## config.mk

```make
export PLATFORM = sky130hd
export DESIGN_NAME = relay_on_off_delay_timer_core
export DESIGN_NICKNAME = d
export VERILOG_FILES = /design/src/rodt_pkg.sv /design/src/rodt_chan.sv /design/src/relay_on_off_delay_timer_core.sv
export SDC_FILE = /design/constraint.sdc
export NUM_CORES = 1
export LEC_CHECK = 0
export ABC_AREA = 1
export BUFFER_PORTS_ARGS = -buffer_cell sky130_fd_sc_hd__buf_2
export CORE_UTILIZATION = 40
export CTS_CLUSTER_DIAMETER = 80
export DETAILED_ROUTE_END_ITERATION = 10
export PLACE_DENSITY = 0.58
export RECOVER_POWER = 100
export SYNTH_ARGS = -nofsm -noshare
export SYNTH_HDL_FRONTEND = slang
export SYNTH_SLANG_ARGS = --single-unit
```

## constraint.sdc

```tcl
create_clock -name clk -period 19.51 [get_ports clk]
set_input_delay 3.902 -clock clk [delete_from_list [all_inputs] [get_ports clk]]
set_output_delay 3.902 -clock clk [all_outputs]
set_load 0.03 [all_outputs]
```

## src/rodt_pkg.sv

```systemverilog
// ----------------------------------------------------------------------------
// rodt_pkg: shared types and constants for the relay on/off delay timer
// Register map codes and the structs that pass between the top level and
// the per-relay channel logic.
// ----------------------------------------------------------------------------
package rodt_pkg;

  localparam int unsigned DELAY_W = 16;
  localparam int unsigned REQ_W   = 2;
  localparam int unsigned IDX_W   = 3;
  localparam int unsigned MAX_CH  = 2;

  // register indexes of the configuration port
  localparam logic [IDX_W-1:0] REG_ON_DELAY_A  = 3'd0;
  localparam logic [IDX_W-1:0] REG_OFF_DELAY_A = 3'd1;
  localparam logic [IDX_W-1:0] REG_ON_DELAY_B  = 3'd2;
  localparam logic [IDX_W-1:0] REG_OFF_DELAY_B = 3'd3;
  localparam logic [IDX_W-1:0] REG_ACTIVE_MASK = 3'd4;

  localparam logic [MAX_CH-1:0] ACTIVE_MASK_RESET = 2'b11;

  // per-relay settings
  typedef struct packed {
    logic [DELAY_W-1:0] on_delay;
    logic [DELAY_W-1:0] off_delay;
    logic               level;
  } rodt_chan_cfg_t;

  // control from the top level to each channel
  typedef struct packed {
    logic en;       // process one tick this cycle
    logic started;  // counters already preset
  } rodt_ctrl_t;

  // per-relay result of one tick
  typedef struct packed {
    logic               drive;
    logic               rvalid;
    logic [DELAY_W-1:0] rdelay;
  } rodt_report_t;

endpackage

```

## src/rodt_chan.sv

```systemverilog
// ----------------------------------------------------------------------------
// rodt_chan: one relay channel
// Holds the latched request, relay state and both countdowns, and works out
// one tick: switch-on phase, then switch-off phase, then the pin level.
// ----------------------------------------------------------------------------
module rodt_chan (
  input  logic                   clk,
  input  logic                   rst,
  input  rodt_pkg::rodt_ctrl_t   ctrl,
  input  rodt_pkg::rodt_chan_cfg_t cfg,
  input  logic                   request_valid,
  input  logic                   request_bit,
  output rodt_pkg::rodt_report_t report
);
  import rodt_pkg::*;

  logic               req_q;
  logic               relay_on;
  logic [DELAY_W-1:0] on_count;
  logic [DELAY_W-1:0] off_count;

  logic               req;
  logic [DELAY_W-1:0] oc_cur;
  logic [DELAY_W-1:0] fc_cur;
  logic               pend_on;
  logic               pend_off;
  logic               sw_on;
  logic               sw_off;
  logic               on_mid;
  logic [DELAY_W-1:0] fc_mid;
  logic [DELAY_W-1:0] oc_dec;
  logic               req_next;
  logic               relay_on_next;
  logic [DELAY_W-1:0] on_count_next;
  logic [DELAY_W-1:0] off_count_next;

  // tick evaluation
  always_comb begin
    req      = request_valid ? request_bit : req_q;
    // first tick after reset takes the counters straight from the registers
    oc_cur   = ctrl.started ? on_count  : cfg.on_delay;
    fc_cur   = ctrl.started ? off_count : cfg.off_delay;
    pend_on  = req && !relay_on;
    pend_off = !req && relay_on;

    // switch-on phase
    sw_on  = pend_on && (oc_cur == '0);
    oc_dec = (oc_cur != '0) ? oc_cur - DELAY_W'(1) : oc_cur;
    on_mid = relay_on | sw_on;
    fc_mid = sw_on ? cfg.off_delay : fc_cur;

    // switch-off phase; a reloaded off count still ticks down this tick
    sw_off         = !req && on_mid && (fc_mid == '0);
    off_count_next = (!sw_off && fc_mid != '0) ? fc_mid - DELAY_W'(1) : fc_mid;
    on_count_next  = sw_off ? cfg.on_delay : oc_dec;
    relay_on_next  = on_mid & ~sw_off;
    req_next       = req;

    report.rvalid = pend_on | pend_off;
    report.rdelay = pend_on ? oc_cur : (pend_off ? fc_cur : '0);
    report.drive  = relay_on_next ? cfg.level : ~cfg.level;
  end

  // control state
  always_ff @(posedge clk) begin
    if (rst) begin
      req_q    <= 1'b0;
      relay_on <= 1'b0;
    end else if (ctrl.en) begin
      req_q    <= req_next;
      relay_on <= relay_on_next;
    end
  end

  // countdowns, preset on the first tick so no reset needed
  always_ff @(posedge clk) begin
    if (ctrl.en) begin
      on_count  <= on_count_next;
      off_count <= off_count_next;
    end
  end

endmodule

```

## src/relay_on_off_delay_timer_core.sv

```systemverilog
// ----------------------------------------------------------------------------
// relay_on_off_delay_timer_core: two-relay on/off delay timer
// Each input beat is one tick with an optional new request pair; each tick
// yields one result beat with pin levels and pending-change reports.
// ----------------------------------------------------------------------------
//  channel | handshake          | payload
//  input   | in_valid/in_stall  | request_valid, request_bits
//  output  | out_valid/out_stall| drive_a/b, report_valid_a/b, report_delay_a/b
//  config  | cfg_we             | cfg_index, cfg_data
//
//  One beat per cycle sustained while the output does not stall; each beat
//  passes the input register, then the tick logic into the result register.
//  The relay state loop closes inside each channel. Reset clears valids,
//  relay states and requests; counters are preset from the delay registers
//  on the first tick. A stalled output holds its beat; the input stalls only
//  when the input register is full and the result register cannot drain.
// ----------------------------------------------------------------------------
module relay_on_off_delay_timer_core #(
  parameter int unsigned CHANNELS = 2
) (
  input  logic                             clk,
  input  logic                             rst,
  // config
  input  logic                             cfg_we,
  input  logic [rodt_pkg::IDX_W-1:0]       cfg_index,
  input  logic [rodt_pkg::DELAY_W-1:0]     cfg_data,
  // input beats
  input  logic                             in_valid,
  output logic                             in_stall,
  input  logic                             request_valid,
  input  logic [rodt_pkg::REQ_W-1:0]       request_bits,
  // output beats
  output logic                             out_valid,
  input  logic                             out_stall,
  output logic                             drive_a,
  output logic                             drive_b,
  output logic                             report_valid_a,
  output logic [rodt_pkg::DELAY_W-1:0]     report_delay_a,
  output logic                             report_valid_b,
  output logic [rodt_pkg::DELAY_W-1:0]     report_delay_b
);
  import rodt_pkg::*;

  logic [DELAY_W-1:0] on_delay_reg  [MAX_CH];
  logic [DELAY_W-1:0] off_delay_reg [MAX_CH];
  logic [MAX_CH-1:0]  active_mask;

  logic               s1_valid;
  logic               s1_req_valid;
  logic [REQ_W-1:0]   s1_req_bits;
  logic               started;
  logic               out_ready;
  logic               advance;
  rodt_ctrl_t         ctrl;
  rodt_chan_cfg_t     chan_cfg [MAX_CH];
  rodt_report_t       rep      [MAX_CH];

  // configuration registers
  always_ff @(posedge clk) begin
    if (rst) begin
      on_delay_reg[0]  <= '0;
      on_delay_reg[1]  <= '0;
      off_delay_reg[0] <= '0;
      off_delay_reg[1] <= '0;
      active_mask      <= ACTIVE_MASK_RESET;
    end else if (cfg_we) begin
      unique case (cfg_index)
        REG_ON_DELAY_A:  on_delay_reg[0]  <= cfg_data;
        REG_OFF_DELAY_A: off_delay_reg[0] <= cfg_data;
        REG_ON_DELAY_B:  on_delay_reg[1]  <= cfg_data;
        REG_OFF_DELAY_B: off_delay_reg[1] <= cfg_data;
        REG_ACTIVE_MASK: active_mask      <= cfg_data[MAX_CH-1:0];
        default: ;
      endcase
    end
  end

  // handshake
  assign out_ready = !out_valid || !out_stall;
  assign advance   = s1_valid && out_ready;
  assign in_stall  = s1_valid && !out_ready;

  // input register
  always_ff @(posedge clk) begin
    if (rst) begin
      s1_valid <= 1'b0;
    end else if (!in_stall) begin
      s1_valid <= in_valid;
    end
  end

  always_ff @(posedge clk) begin
    if (!in_stall && in_valid) begin
      s1_req_valid <= request_valid;
      s1_req_bits  <= request_bits;
    end
  end

  // first-tick flag
  always_ff @(posedge clk) begin
    if (rst) begin
      started <= 1'b0;
    end else if (advance) begin
      started <= 1'b1;
    end
  end

  assign ctrl.en      = advance;
  assign ctrl.started = started;

  // relay channels
  for (genvar c = 0; c < MAX_CH; c++) begin : g_ch
    assign chan_cfg[c].on_delay  = on_delay_reg[c];
    assign chan_cfg[c].off_delay = off_delay_reg[c];
    assign chan_cfg[c].level     = active_mask[c];
    if (c < CHANNELS) begin : g_on
      rodt_chan u_chan (
        .clk           (clk),
        .rst           (rst),
        .ctrl          (ctrl),
        .cfg           (chan_cfg[c]),
        .request_valid (s1_req_valid),
        .request_bit   (s1_req_bits[c]),
        .report        (rep[c])
      );
    end else begin : g_off
      assign rep[c] = '0;
    end
  end

  // result register
  always_ff @(posedge clk) begin
    if (rst) begin
      out_valid <= 1'b0;
    end else if (out_ready) begin
      out_valid <= s1_valid;
    end
  end

  always_ff @(posedge clk) begin
    if (advance) begin
      drive_a        <= rep[0].drive;
      drive_b        <= rep[1].drive;
      report_valid_a <= rep[0].rvalid;
      report_delay_a <= rep[0].rdelay;
      report_valid_b <= rep[1].rvalid;
      report_delay_b <= rep[1].rdelay;
    end
  end

`ifndef NO_ASSERTIONS
  // a full input register facing a stalled output must hold off new beats
  a_backpressure: assert property (@(posedge clk) disable iff (rst)
    s1_valid && out_valid && out_stall |-> in_stall)
    else $error("input accepted while pipeline is blocked");

  // no pending change means a zero delay report
  a_report_a_zero: assert property (@(posedge clk) disable iff (rst)
    out_valid && !report_valid_a |-> report_delay_a == '0)
    else $error("relay A delay reported without pending change");

  // an absent second relay stays silent
  a_chan_b_absent: assert property (@(posedge clk) disable iff (rst)
    out_valid && (CHANNELS == 1) |-> !drive_b && !report_valid_b)
    else $error("relay B active with one channel configured");

  // counters are preset once only
  a_started_sticky: assert property (@(posedge clk) disable iff (rst)
    started |=> started)
    else $error("first-tick flag dropped");
`endif

endmodule

```

## Word level (Yosys, flattened, before mapping)

Memory sizes are Yosys's and may differ from the RTL's.
Index checks and enable logic that the tools add are counted.

| word-level totals | value |
|---|---|
| bits in registers | 112 |
| RAM bits | 64 |
| memories kept | 2 |

Memory list:

| name | words | width | rd ports | clocked after memory_dff | write ports | RTL line | text |
|---|---|---|---|---|---|---|---|
| off_delay_reg | 2 | 16 | 2 | 0 | 2 | relay_on_off_delay_timer_core.sv:45 | `logic [DELAY_W-1:0] off_delay_reg [MAX_CH];` |
| on_delay_reg | 2 | 16 | 2 | 0 | 2 | relay_on_off_delay_timer_core.sv:44 | `logic [DELAY_W-1:0] on_delay_reg [MAX_CH];` |

| operators by class | value |
|---|---|
| eq/ne operators | 4 |
| $add $sub $neg | 4 |
| muxes and demuxes | 42 |
| bitwise logic cells | 14 |
| reduce and logical (&&, ||, !) cells | 36 |

Operators with widths:

| cell | number |
|---|---|
| $mux 16 | 20 |
| $logic_not 16->1 | 4 |
| $reduce_bool 16->1 | 4 |
| $sub 16x1->16 const B | 4 |
| $mux 1 | 22 |
| $logic_and 1x1->1 | 15 |
| $logic_not 1->1 | 10 |
| $or 1x1->1 | 8 |
| $eq 3x2->1 const B | 2 |
| $not 1->1 | 4 |
| $eq 3x1->1 const B | 1 |
| $eq 3x3->1 const B | 1 |
| $logic_not 3->1 | 1 |
| $and 1x1->1 | 2 |
| $reduce_and 2->1 | 1 |
| $logic_or 1x1->1 | 1 |

## Longest topological paths before layout

Gate-level depths: netlist of run 1.

| logic depth | value |
|---|---|
| depth in word-level cells | 9 |
| gate-level depth with buffers | 23 |
| mapped depth without buffers | 18 |

## Hierarchy

Synthesis of run 1 repeated with hierarchy kept, for this count alone.

| second synthesis, totals | value |
|---|---|
| cell total of the unflattened synthesis | 1,147 |
| area total of the unflattened synthesis | 10,281.1 um^2 |

By module, submodules not included:

| module | cells an instance | area each (um^2) | times used |
|---|---|---|---|
| rodt_chan | 476 | 3,338.2 | 2 |
| relay_on_off_delay_timer_core | 195 | 3,604.7 | 1 |

## Worst setup path before layout of run 1

Ideal clock, no wire load.

| timing | value |
|---|---|
| path kind | input to register |
| start | input out_stall |
| end | register g_ch[0].g_on.u_chan.relay_on |
| setup time | 0.102 ns |
| required time | 19.408 ns |
| path buffers | 0 |
| setup slack | 10.410 ns |
| cell stages on the path | 5 |
| arrival time | 8.998 ns |
| cells stage by stage | nand2_1 > inv_1 > nor2_1 > o21ai_0 > a21oi_1 |

| on the way | value |
|---|---|
| word-level cells in the longest chain between the ends | 3 |

RTL lines:

| element | RTL line | text |
|---|---|---|
| start, declared | relay_on_off_delay_timer_core.sv:34 | `input logic out_stall,` |
| $logic_not 1->1 | relay_on_off_delay_timer_core.sv:79 | `assign out_ready = !out_valid \|\| !out_stall;` |
| $logic_or 1x1->1 | relay_on_off_delay_timer_core.sv:79 |  |
| $logic_and 1x1->1 | relay_on_off_delay_timer_core.sv:80 | `assign advance = s1_valid && out_ready;` |
| named net advance | relay_on_off_delay_timer_core.sv:53 | `logic advance;` |
| end signal, assigned | rodt_chan.sv:71 | `relay_on <= relay_on_next;` |
| end, declared | rodt_chan.sv:18 | `logic relay_on;` |

The timed path passes the listed nets, and every way through them passes these cells.
A chain may end at the register's enable or synchronous reset.

## Worst setup path after layout of run 1

| timing | value |
|---|---|
| start | register started |
| end | register g_ch[1].g_on.u_chan.on_count[13], data pin |

| on the way | value |
|---|---|
| word-level cells in the longest chain between the ends | 7 |
| elaborated cells on any way between the ends | 13 |
| those cells by class | 1 x add/sub; 5 x mux; 1 x bitwise; 6 x reduce/logical |

RTL lines:

| element | RTL line | text |
|---|---|---|
| start, declared | relay_on_off_delay_timer_core.sv:51 | `logic started;` |
| start signal, assigned | relay_on_off_delay_timer_core.sv:102 | `started <= 1'b0;` |
| start signal, assigned | relay_on_off_delay_timer_core.sv:104 | `started <= 1'b1;` |
| branches (longest 6 deep; another with $sub 16x1->16) | n/a |  |
| $mux 16 * | rodt_chan.sv:55 | `on_count_next = sw_off ? cfg.on_delay : oc_dec;` |
| named net g_ch[1].g_on.u_chan.on_count_next[13] | rodt_chan.sv:34 | `logic [DELAY_W-1:0] on_count_next;` |
| end signal, assigned | rodt_chan.sv:78 | `on_count <= on_count_next;` |
| end, declared | rodt_chan.sv:19 | `logic [DELAY_W-1:0] on_count;` |

Mark *: on every way through the listed nets, which the timed path passes.

==> results of run 1 <==
-- per-stage QoR --
stage,cells,hold slack [ns]
2_1_floorplan,1099,0.450
3_3_place_gp,1454,0.492
3_5_place_dp,1454,0.491
4_1_cts,1485,0.509
5_1_grt,1485,0.538
6_report,1485,0.505
-- worst max-delay path: stages (launching register included) --
cell and delay, ns:
sky130_fd_sc_hd__dfxtp_1 1.24, sky130_fd_sc_hd__clkinvlp_2 2.22, sky130_fd_sc_hd__nand2_1 0.57, sky130_fd_sc_hd__nand2_2 0.15
sky130_fd_sc_hd__nor2_1 0.19, sky130_fd_sc_hd__nand2_2 0.08, sky130_fd_sc_hd__nor2_1 1.00, sky130_fd_sc_hd__nand3_1 1.00
sky130_fd_sc_hd__o21ai_0 0.77, sky130_fd_sc_hd__ha_1 0.27, sky130_fd_sc_hd__inv_1 0.04, sky130_fd_sc_hd__nor2_1 0.09
sky130_fd_sc_hd__nand2_1 0.06, sky130_fd_sc_hd__nor2_1 0.18, sky130_fd_sc_hd__nand3_1 0.58, sky130_fd_sc_hd__clkinvlp_2 0.75
sky130_fd_sc_hd__o21ai_0 0.17
-- cell usage after synthesis (all sizes together) --
library cell / n
nand3: 42
buf: 22
dfxtp: 9
inv: 139
nand3b: 1
a21oi: 23
clkbuf: 16
or2: 25
o31ai: 1
nor4: 3
o22ai: 21
xor2: 28
nand4: 50
mux2i: 8
and3: 2
nor3: 11
edfxtp: 167
o211ai: 2
o21ai: 91
clkinv: 2
nand2: 297
nor2: 119
ha: 14
xnor2: 6
-- kinds of logic (layout without fill, tap and decap cells) --
family	count (synthesis)	in the layout	share of synthesized area (%)
fa+ha+maj	14	14	1.78
simple gates	550	550	26.0
compound gates	138	138	7.44
buf+inv	179	241	8.11
mux	8	8	0.814
flops	176	176	52.8
xor+xnor	34	34	3.03
-- routing by layer --
layer,up-vias,global-route usage (%),wire length [um]
met5,-,0,0
met3,24,2.93,1190
met1,3611,30.3,12100
li1,3773,-,-
met2,219,31.6,11600
met4,0,5.52,352
-- final cells by class --
class                   count  area (um2)
clock buffers              18         429
inverters                 141         533
flip-flops and latches    176        5190
multi-input cells         744        3760
well taps                 324         405
fillers                  2434       13500
clock inverters            13         140
repair buffers             69         293
-- layout by cell type, fill, tap and decap left out, drive strengths merged, types with 14 or more instances in the layout --
cell type and n:
edfxtp 167, a21oi 23, nand4 50, o22ai 21
or2 25, nand2 297, nor2 119, ha 14
buf 25, inv 139, clkbuf 62, o21ai 91
nand3 42, xor2 28
-- power breakdown --
group	total [mW]	switching, mW	internal [mW]
sequential	0.461	0.0135	0.448
clock	0.336	0.148	0.188
combinational	0.149	0.107	0.0415
total	0.946	0.268	0.677
-- how the worst min path moves through the flow --
stage                                      from                     endpoint  slack [ns]  cells past startpoint
finish              active_mask[0]$_SDFFE_PP1P_  active_mask[0]$_SDFFE_PP1P_        0.51                      2
global route        active_mask[0]$_SDFFE_PP1P_  active_mask[0]$_SDFFE_PP1P_        0.54                      2
detailed placement  active_mask[0]$_SDFFE_PP1P_  active_mask[0]$_SDFFE_PP1P_        0.49                      2
floorplan                 s1_valid$_SDFFE_PP0N_       out_valid$_SDFFE_PP0N_        0.45                      2
global placement    active_mask[0]$_SDFFE_PP1P_  active_mask[0]$_SDFFE_PP1P_        0.49                      2
CTS                 active_mask[0]$_SDFFE_PP1P_  active_mask[0]$_SDFFE_PP1P_        0.51                      2
==> results, run 1 <==
- Setup repair after global routing left no endpoint under its margin.
- The slew of the pin with the lowest slew margin is 3.15 ns.
- The area enclosed by the die boundary is 0.0252 mm2.
- The average instance area after synthesis is 8.95 um2.
- The die is 159 um tall.
- The endpoint of the most critical register-to-register path is g_ch[1].g_on.u_chan.on_count[13]$_DFFE_PP_.
- The congestion estimate from routability-driven global placement came to 0.879.
- The completed layout was analyzed and its total power is 946 uW.
- The post-route standard cell area excluding fillers is 0.0108 mm2.
- The largest area contributor in the synthesized netlist is sky130_fd_sc_hd__edfxtp_1.
- The critical path is of the flip-flop to flip-flop type.
- In this run the critical register-to-register path is launched from started$_SDFFE_PP0P_.
- The post-route antenna net violation count is 0.
- The number of buffers between clock root and the deepest sink is 2.
- The final-report max-slew violation count is 171.
- The checks that failed: max-capacitance violations, max-slew violations.
- The worst setup path is launched from a flip-flop.
- By area the synthesized netlist is led by sky130_fd_sc_hd__edfxtp_1, sky130_fd_sc_hd__nand2_1, sky130_fd_sc_hd__inv_1.
- The Yosys warning count is 0.
- The source-to-sink clock delay at the later pin of the worst-skew pair is 0.43 ns.
- The path class of the lowest-slack min-delay path is flip-flop to flip-flop.
- Across all layers, the routed design uses 7627 vias.
- The time the final worst path needs with I/O delays and setup is 9.71 ns.
- After synthesis, the largest area contributor takes up 51.0% of total cell area.
- After the first detailed-routing iteration, the DRC count stood at 798.
- The HPWL after detailed placement is 18.1 mm.
- The synthesized net count is 1140.
- The total clock buffers created by CTS is 17.
- Global routing used 20.6% of the available tracks.
- The post-CTS resize count is 0.
- Data on the critical path is required at its endpoint by 19.67 ns.
- The final standard cell utilization of the core is 44.3%.
- The TritonCTS clock tree is yes.
- The most critical setup path has its startpoint at started$_SDFFE_PP0P_.
- Clock-pin slew was measured on the worst setup and hold paths at 0.07 ns.
- The last element of the critical path is g_ch[1].g_on.u_chan.on_count[13]$_DFFE_PP_.
- Once placement finished, the instance area stood at 0.0103 mm2.
- The final sum of negative setup slack is 0 ns.
- The share of cells above drive strength 1 is 9.82%.
- The post-detailed-route wirelength per cell is 17.0 um.
- The worst max-slew margin expressed relative to the limit is -110%.
- The static leakage is 4.39 nW.
- The synthesized netlist contains 37 unique library cells.
- The max-cap check violation count is 3.
- Dividing total power by cell area gives a power density of 88.0 mW/mm2.
- The number of global-route vias before repair is 6957.
- The setup slack of the worst register-to-register path is 9.80 ns.
- The post-cts hold buffer count is 0.
- The peak clock frequency supported by timing is 103 MHz.
- The maximum clock skew at final layout is 0.00852 ns.
- Entering global routing, the biggest net connects 59 pins.
- The residual overflow from global routing is 0.
- The run finished, with violations left.
- The synthesized netlist occupies a cell area of 0.00984 mm2.
- The average vias per placed instance is 5.14.
- The H-tree was split into 4 levels.
- The initial antenna violation count is 0.
- Setup slack closes at 9.80 ns.
- The antenna diode count is 0.
- The clock root buffer is sky130_fd_sc_hd__clkbuf_16.
- The largest vdd supply drop is 62.2 uV.
- The count of buffers added on input and output ports is 64.
- The count of endpoints failing hold in the final timing report is 0.
- In this run the post-CTS setup repair buffer count came out at 0.
- After technology mapping, the gate count stands at 1099.
- Summed over all layers, the routed wires come to 25.3 mm.
- The data arrival time at the worst-slack endpoint is 9.87 ns.
- The placeable core area is 0.0242 mm2.
- From synthesis to final layout, the design area changed by 9.28%.
- The initial core utilization is 40.6%.
- The width of the die is 159 um.
- In the routed design, unresolved DRC markers number 0.
- Measured in cells, the most critical reg-to-reg path has a length of 16.
- The floorplan has 57 rows.
- Of all nets on the critical path, the largest fanout is 58.
- In this run the count of I/O pins placed on the die edge is 65.
- The net count of the finished layout is 1190.
- The share of the Yosys chip area taken by registers is 52.8%.
- The wire length of the first global-routing pass is 39.5 mm.
- Of the available clock period, the critical path in the final layout requires 49.8%.
- Timing analysis after detailed placement gives a worst setup slack of 11.21 ns.
- The flop and latch count out of synthesis is 176.
- The first-pass iteration count of the detailed router is 5.
- The number of sinks handled by clock tree synthesis is 176.
- Setup violations remaining at the end of the flow were counted as 0.
- STA classifies the critical path endpoint as a flip-flop.
(Power assumes the default switching activity.)
==> run 2, diff against run 1 <==
- ABC_AREA: 1 -> 0
- clock period: 19.51 -> 9.6 ns (I/O delays scaled with it)
==> run 2 against run 1 <==
Against the previous run: the flow still finishes with violations (max-capacitance violations, max-slew violations); routed wire length is 2.8% lower; synthesized cell count is 26% lower; die area shrank 2.4%; largest cell class unchanged; sequential power increased by 110%; first-iteration DRC count increased by 27%; non-clock buffer count is 6 higher; final area shrank 0.55%; hold slack improved by 0.0023 ns; clock skew rose by 0.0071 ns; combinational power grew 52%; core utilization up 1.2 points; fmax rose by 40%.
==> results, run 2 <==
- The first TritonRoute pass finished after 5 iterations.
- Setup repair after global routing left no endpoint under its margin.
- The DRC marker count from the first detailed-route iteration is 1015.
- Static timing analysis puts the maximum clock frequency at 144 MHz.
- For this run, the number of Yosys warnings is 0.
- The maximum clock skew at final layout is 0.0156 ns.
- The post-DP HPWL is 17.9 mm.
- The type of element capturing the critical path is a flip-flop.
- The most used flip-flop cell after synthesis is sky130_fd_sc_hd__edfxtp_1.
- The proportion of power drawn by the clock network is 34.5%.
- The initial antenna violation count is 1.
- The total clock buffers created by CTS is 17.
- The largest net degree at the start of global routing is 58.
- The path with the worst hold slack has its endpoint at out_valid$_SDFFE_PP0N_.
- The largest vdd supply drop is 143 uV.
- After synthesis, flip-flops and latches occupy 54.1% of the total area.
- The flop and latch count out of synthesis is 176.
- The cell count after placement is 1179.
- The analysis attributes to cell leakage a power of 3.45 nW.
- The worst path uses 72.3% of the clock period.
- During I/O placement, the number of pins put on the boundary was 65.
- The source-to-sink clock delay at the later pin of the worst-skew pair is 0.44 ns.
- The share of synthesized area in the top cell type comes to 52.2%.
- Data on the critical path arrives at its endpoint at 7.13 ns.
- Once the clock tree was built, the resizer swapped 0 gates to a different size.
- The run finished, with violations left.
- A synthesized cell averages 11.7 um2.
- The setup slack of the worst register-to-register path is 2.66 ns.
- Counting every net in the synthesized netlist gives 859.
- The number of buffer cells added on primary ports is 64.
- Sorting the synthesized cells by how often they occur yields sky130_fd_sc_hd__edfxtp_1, sky130_fd_sc_hd__mux2i_1, sky130_fd_sc_hd__nor2_1, sky130_fd_sc_hd__nand2_1, sky130_fd_sc_hd__xnor2_1.
- The count of endpoints failing hold in the final timing report is 0.
- The H-tree depth reported by CTS is 4.
- The worst max-slew margin expressed relative to the limit is -117%.
- Per report_power, the sequential group accounts for 52.9% of the total.
- In this run the power spent charging and discharging nets is 490 uW.
- The share of cells above drive strength 1 is 9.09%.
- The antenna diode count is 0.
- Measured along the y axis, the die boundary spans 157 um.
- In this run the horizontal extent of the chip is 157 um.
- The count of unresolved DRC violations after routing is 0.
- Counting flops with a built-in enable in the synthesized netlist gives 167.
- The number of global-route vias before repair is 6545.
- The biggest fanout along the worst timing path is 48.
- The total setup buffers inserted after CTS is 0.
- The post-detailed-route wirelength per cell is 20.3 um.
- After detailed routing, the total wire length is 24.5 mm.
- Sorting the synthesized cells by area gives the leading types as sky130_fd_sc_hd__edfxtp_1, sky130_fd_sc_hd__mux2i_1, sky130_fd_sc_hd__xnor2_1.
- The setup violation total in the final timing report is 0.
- Summed over all failing endpoints, the final setup total negative slack is 0 ns.
- The kind of launch point of the worst setup path is a flip-flop.
- The finished layout holds 1210 standard cells, fillers aside.
- After detailed routing, the number of vias per cell comes to 5.68.
- From synthesis to final layout, the design area changed by 11.4%.
- The library cell with the highest instance count after synthesis is sky130_fd_sc_hd__edfxtp_1.
- Dividing total power by cell area gives a power density of 169 mW/mm2.
- The placeable core area is 0.0235 mm2.
- For the worst flop-to-flop path, the logic depth is 13.
- The clock passes through at most 2 buffers.
- Of all cell types, the one taking the most synthesized area is sky130_fd_sc_hd__edfxtp_1.
- The die covers 0.0246 mm2.
- The time the final worst path needs with I/O delays and setup is 6.94 ns.
- The standard-cell row count is 56.
- Per report_power, the combinational group accounts for 12.5% of the total.
- The fraction of power spent switching nets is 27.1%.
- For this run, asynchronously set or reset flops after synthesis account for 0%.
- Leaving out fill and tap cells, the most frequent cells in the layout are sky130_fd_sc_hd__edfxtp_1, sky130_fd_sc_hd__mux2i_1, sky130_fd_sc_hd__nor2_1, sky130_fd_sc_hd__clkbuf_1, sky130_fd_sc_hd__nand2_1.
- The routed layout has 6869 vias.
- The clock slew seen by the registers of the worst setup and hold paths is 0.07 ns.
- The all-layer global routing usage is 20.8%.
- The depth of the worst hold-timing path is 2.
- The net count of the finished layout is 920.
- The final-report max-slew violation count is 187.
- The first global-routing pass estimated 38.0 mm of wire.
- Synthesis produced 818 cells.
- The critical path required time is 9.79 ns.
- The synthesized netlist contains 63 unique library cells.
- The path class of the lowest-slack min-delay path is flip-flop to flip-flop.
- At the pin with the least slew margin, the transition time is 3.26 ns.
- Summed over all layers, the global routing overflow is 0.
- The cell sitting at the root of the clock tree is a sky130_fd_sc_hd__clkbuf_16.
- The max-cap check violation count is 4.
- In this run, post-CTS hold repair placed 0 buffers.
- TritonCTS built the clock tree.
- The congestion estimate from routability-driven global placement came to 0.891.
- The origin of the worst min-delay path is s1_valid$_SDFFE_PP0N_.
- The endpoint of the most critical register-to-register path is g_ch[0].g_on.u_chan.on_count[7]$_DFFE_PP_.
- The checks that failed: max-capacitance violations, max-slew violations.
- In this run the remaining antenna-violating nets after routing total 0.
- The kind of critical path is flip-flop to flip-flop.
- The startpoint identified for the worst register-to-register timing path is started$_SDFFE_PP0P_.
- The cell area after synthesis is 0.00960 mm2.
- The library cell used most frequently in the layout, excluding fill and tap cells, is sky130_fd_sc_hd__edfxtp_1.
- The initial core utilization is 40.9%.
- Cell internal power was estimated by the tool at 1.32 mW.
- The number of sinks handled by clock tree synthesis is 176.
run 2: cell types whose count changed in the layout (fill, tap and decap cells not counted), moves of 31 or more:
cell,previous run,this run
sky130_fd_sc_hd__nor2_1,103,68
sky130_fd_sc_hd__inv_1,138,10
sky130_fd_sc_hd__nand4_1,50,6
sky130_fd_sc_hd__and2_0,0,33
sky130_fd_sc_hd__nand3_1,42,11
sky130_fd_sc_hd__mux2i_1,8,90
sky130_fd_sc_hd__xnor2_1,6,37
sky130_fd_sc_hd__o21ai_0,84,37
sky130_fd_sc_hd__nand2_1,284,44
run 2: power groups by stage:
stage	combinational (mW)	sequential, mW	clock (mW)
2_1_floorplan	0.157	0.965	0
3_3_place_gp	0.226	0.971	0
3_5_place_dp	0.230	0.970	0
4_1_cts	0.230	0.953	0.634
5_1_grt	0.249	0.962	0.659
6_report	0.227	0.957	0.625
run 2: worst max-delay path, cell delays in order, from the launching register on:
cell and delay [ns]:
sky130_fd_sc_hd__dfxtp_4 0.81, sky130_fd_sc_hd__mux2i_1 0.53, sky130_fd_sc_hd__o21ai_0 0.44, sky130_fd_sc_hd__o41ai_4 0.45
sky130_fd_sc_hd__clkbuf_1 1.16, sky130_fd_sc_hd__mux2i_1 0.44, sky130_fd_sc_hd__ha_1 0.24, sky130_fd_sc_hd__nand2b_1 0.06
sky130_fd_sc_hd__nor4_1 0.44, sky130_fd_sc_hd__nand4b_1 0.16, sky130_fd_sc_hd__mux2_1 0.43, sky130_fd_sc_hd__nor2b_2 0.13
sky130_fd_sc_hd__clkbuf_1 0.93, sky130_fd_sc_hd__mux2_2 0.42
run 2: kinds of logic after synthesis:
group	count (synthesis)	share of synthesized area, %
muxes	109	11.7
and+or+nand+nor	277	15.6
xor gates and xnor gates	66	6.02
AOI/OAI and AO/OA	131	8.71
buffers and inverters	45	1.99
DFF	176	54.1
adders and majority gates	14	1.82
run 2: how the worst max path moves through the flow:
| stage | start | to | slack (ns) | cells after the start |
|---|---|---|---|---|
| 5_1_grt | out_stall | g_ch[1].g_on.u_chan.relay_on$_SDFFE_PP0P_ | 2.14 | 6 |
| 6_report | started$_SDFFE_PP0P_ | g_ch[0].g_on.u_chan.on_count[7]$_DFFE_PP_ | 2.66 | 13 |
| 3_5_place_dp | started$_SDFFE_PP0P_ | g_ch[1].g_on.u_chan.on_count[15]$_DFFE_PP_ | 4.32 | 14 |
| 3_3_place_gp | started$_SDFFE_PP0P_ | g_ch[1].g_on.u_chan.on_count[9]$_DFFE_PP_ | 4.47 | 14 |
| 4_1_cts | started$_SDFFE_PP0P_ | g_ch[1].g_on.u_chan.on_count[15]$_DFFE_PP_ | 4.31 | 14 |
| 2_1_floorplan | out_stall | g_ch[0].g_on.u_chan.relay_on$_SDFFE_PP0P_ | 1.58 | 5 |
run 2: layer usage:
| metal | GRT usage (%) | wire, um | up-vias |
|---|---|---|---|
| met1 | 31.2 | 11800 | 3362 |
| met3 | 3.30 | 1330 | 33 |
| met2 | 30.2 | 10900 | 256 |
| met4 | 7.61 | 526 | 0 |
| li1 | - | - | 3218 |
| met5 | 0 | 0 | - |
run 2: area by class of cell:
| class | instances | area, um2 |
|---|---|---|
| Clock inverter | 11 | 67.6 |
| Clock buffer | 20 | 437 |
| Fill cell | 2196 | 12800 |
| Inverter | 12 | 45.0 |
| Multi-Input combinational cell | 597 | 4230 |
| Tap cell | 319 | 399 |
| Timing Repair Buffer | 75 | 313 |
| Sequential cell | 176 | 5200 |
run 2: per-stage QoR:
step / area (um2) / utilization (%) / power [mW] / setup WS [ns] / hold WS, ns
floorplan: 9600 / - / 1.12 / 1.58 / 0.444
global route: 10700 / 45.6 / 1.87 / 2.14 / 0.543
global placement: 10300 / 43.8 / 1.20 / 4.47 / 0.481
CTS: 10800 / 45.9 / 1.82 / 4.31 / 0.504
detailed placement: 10300 / 43.8 / 1.20 / 4.32 / 0.496
finish: 10700 / 45.6 / 1.81 / 2.66 / 0.508
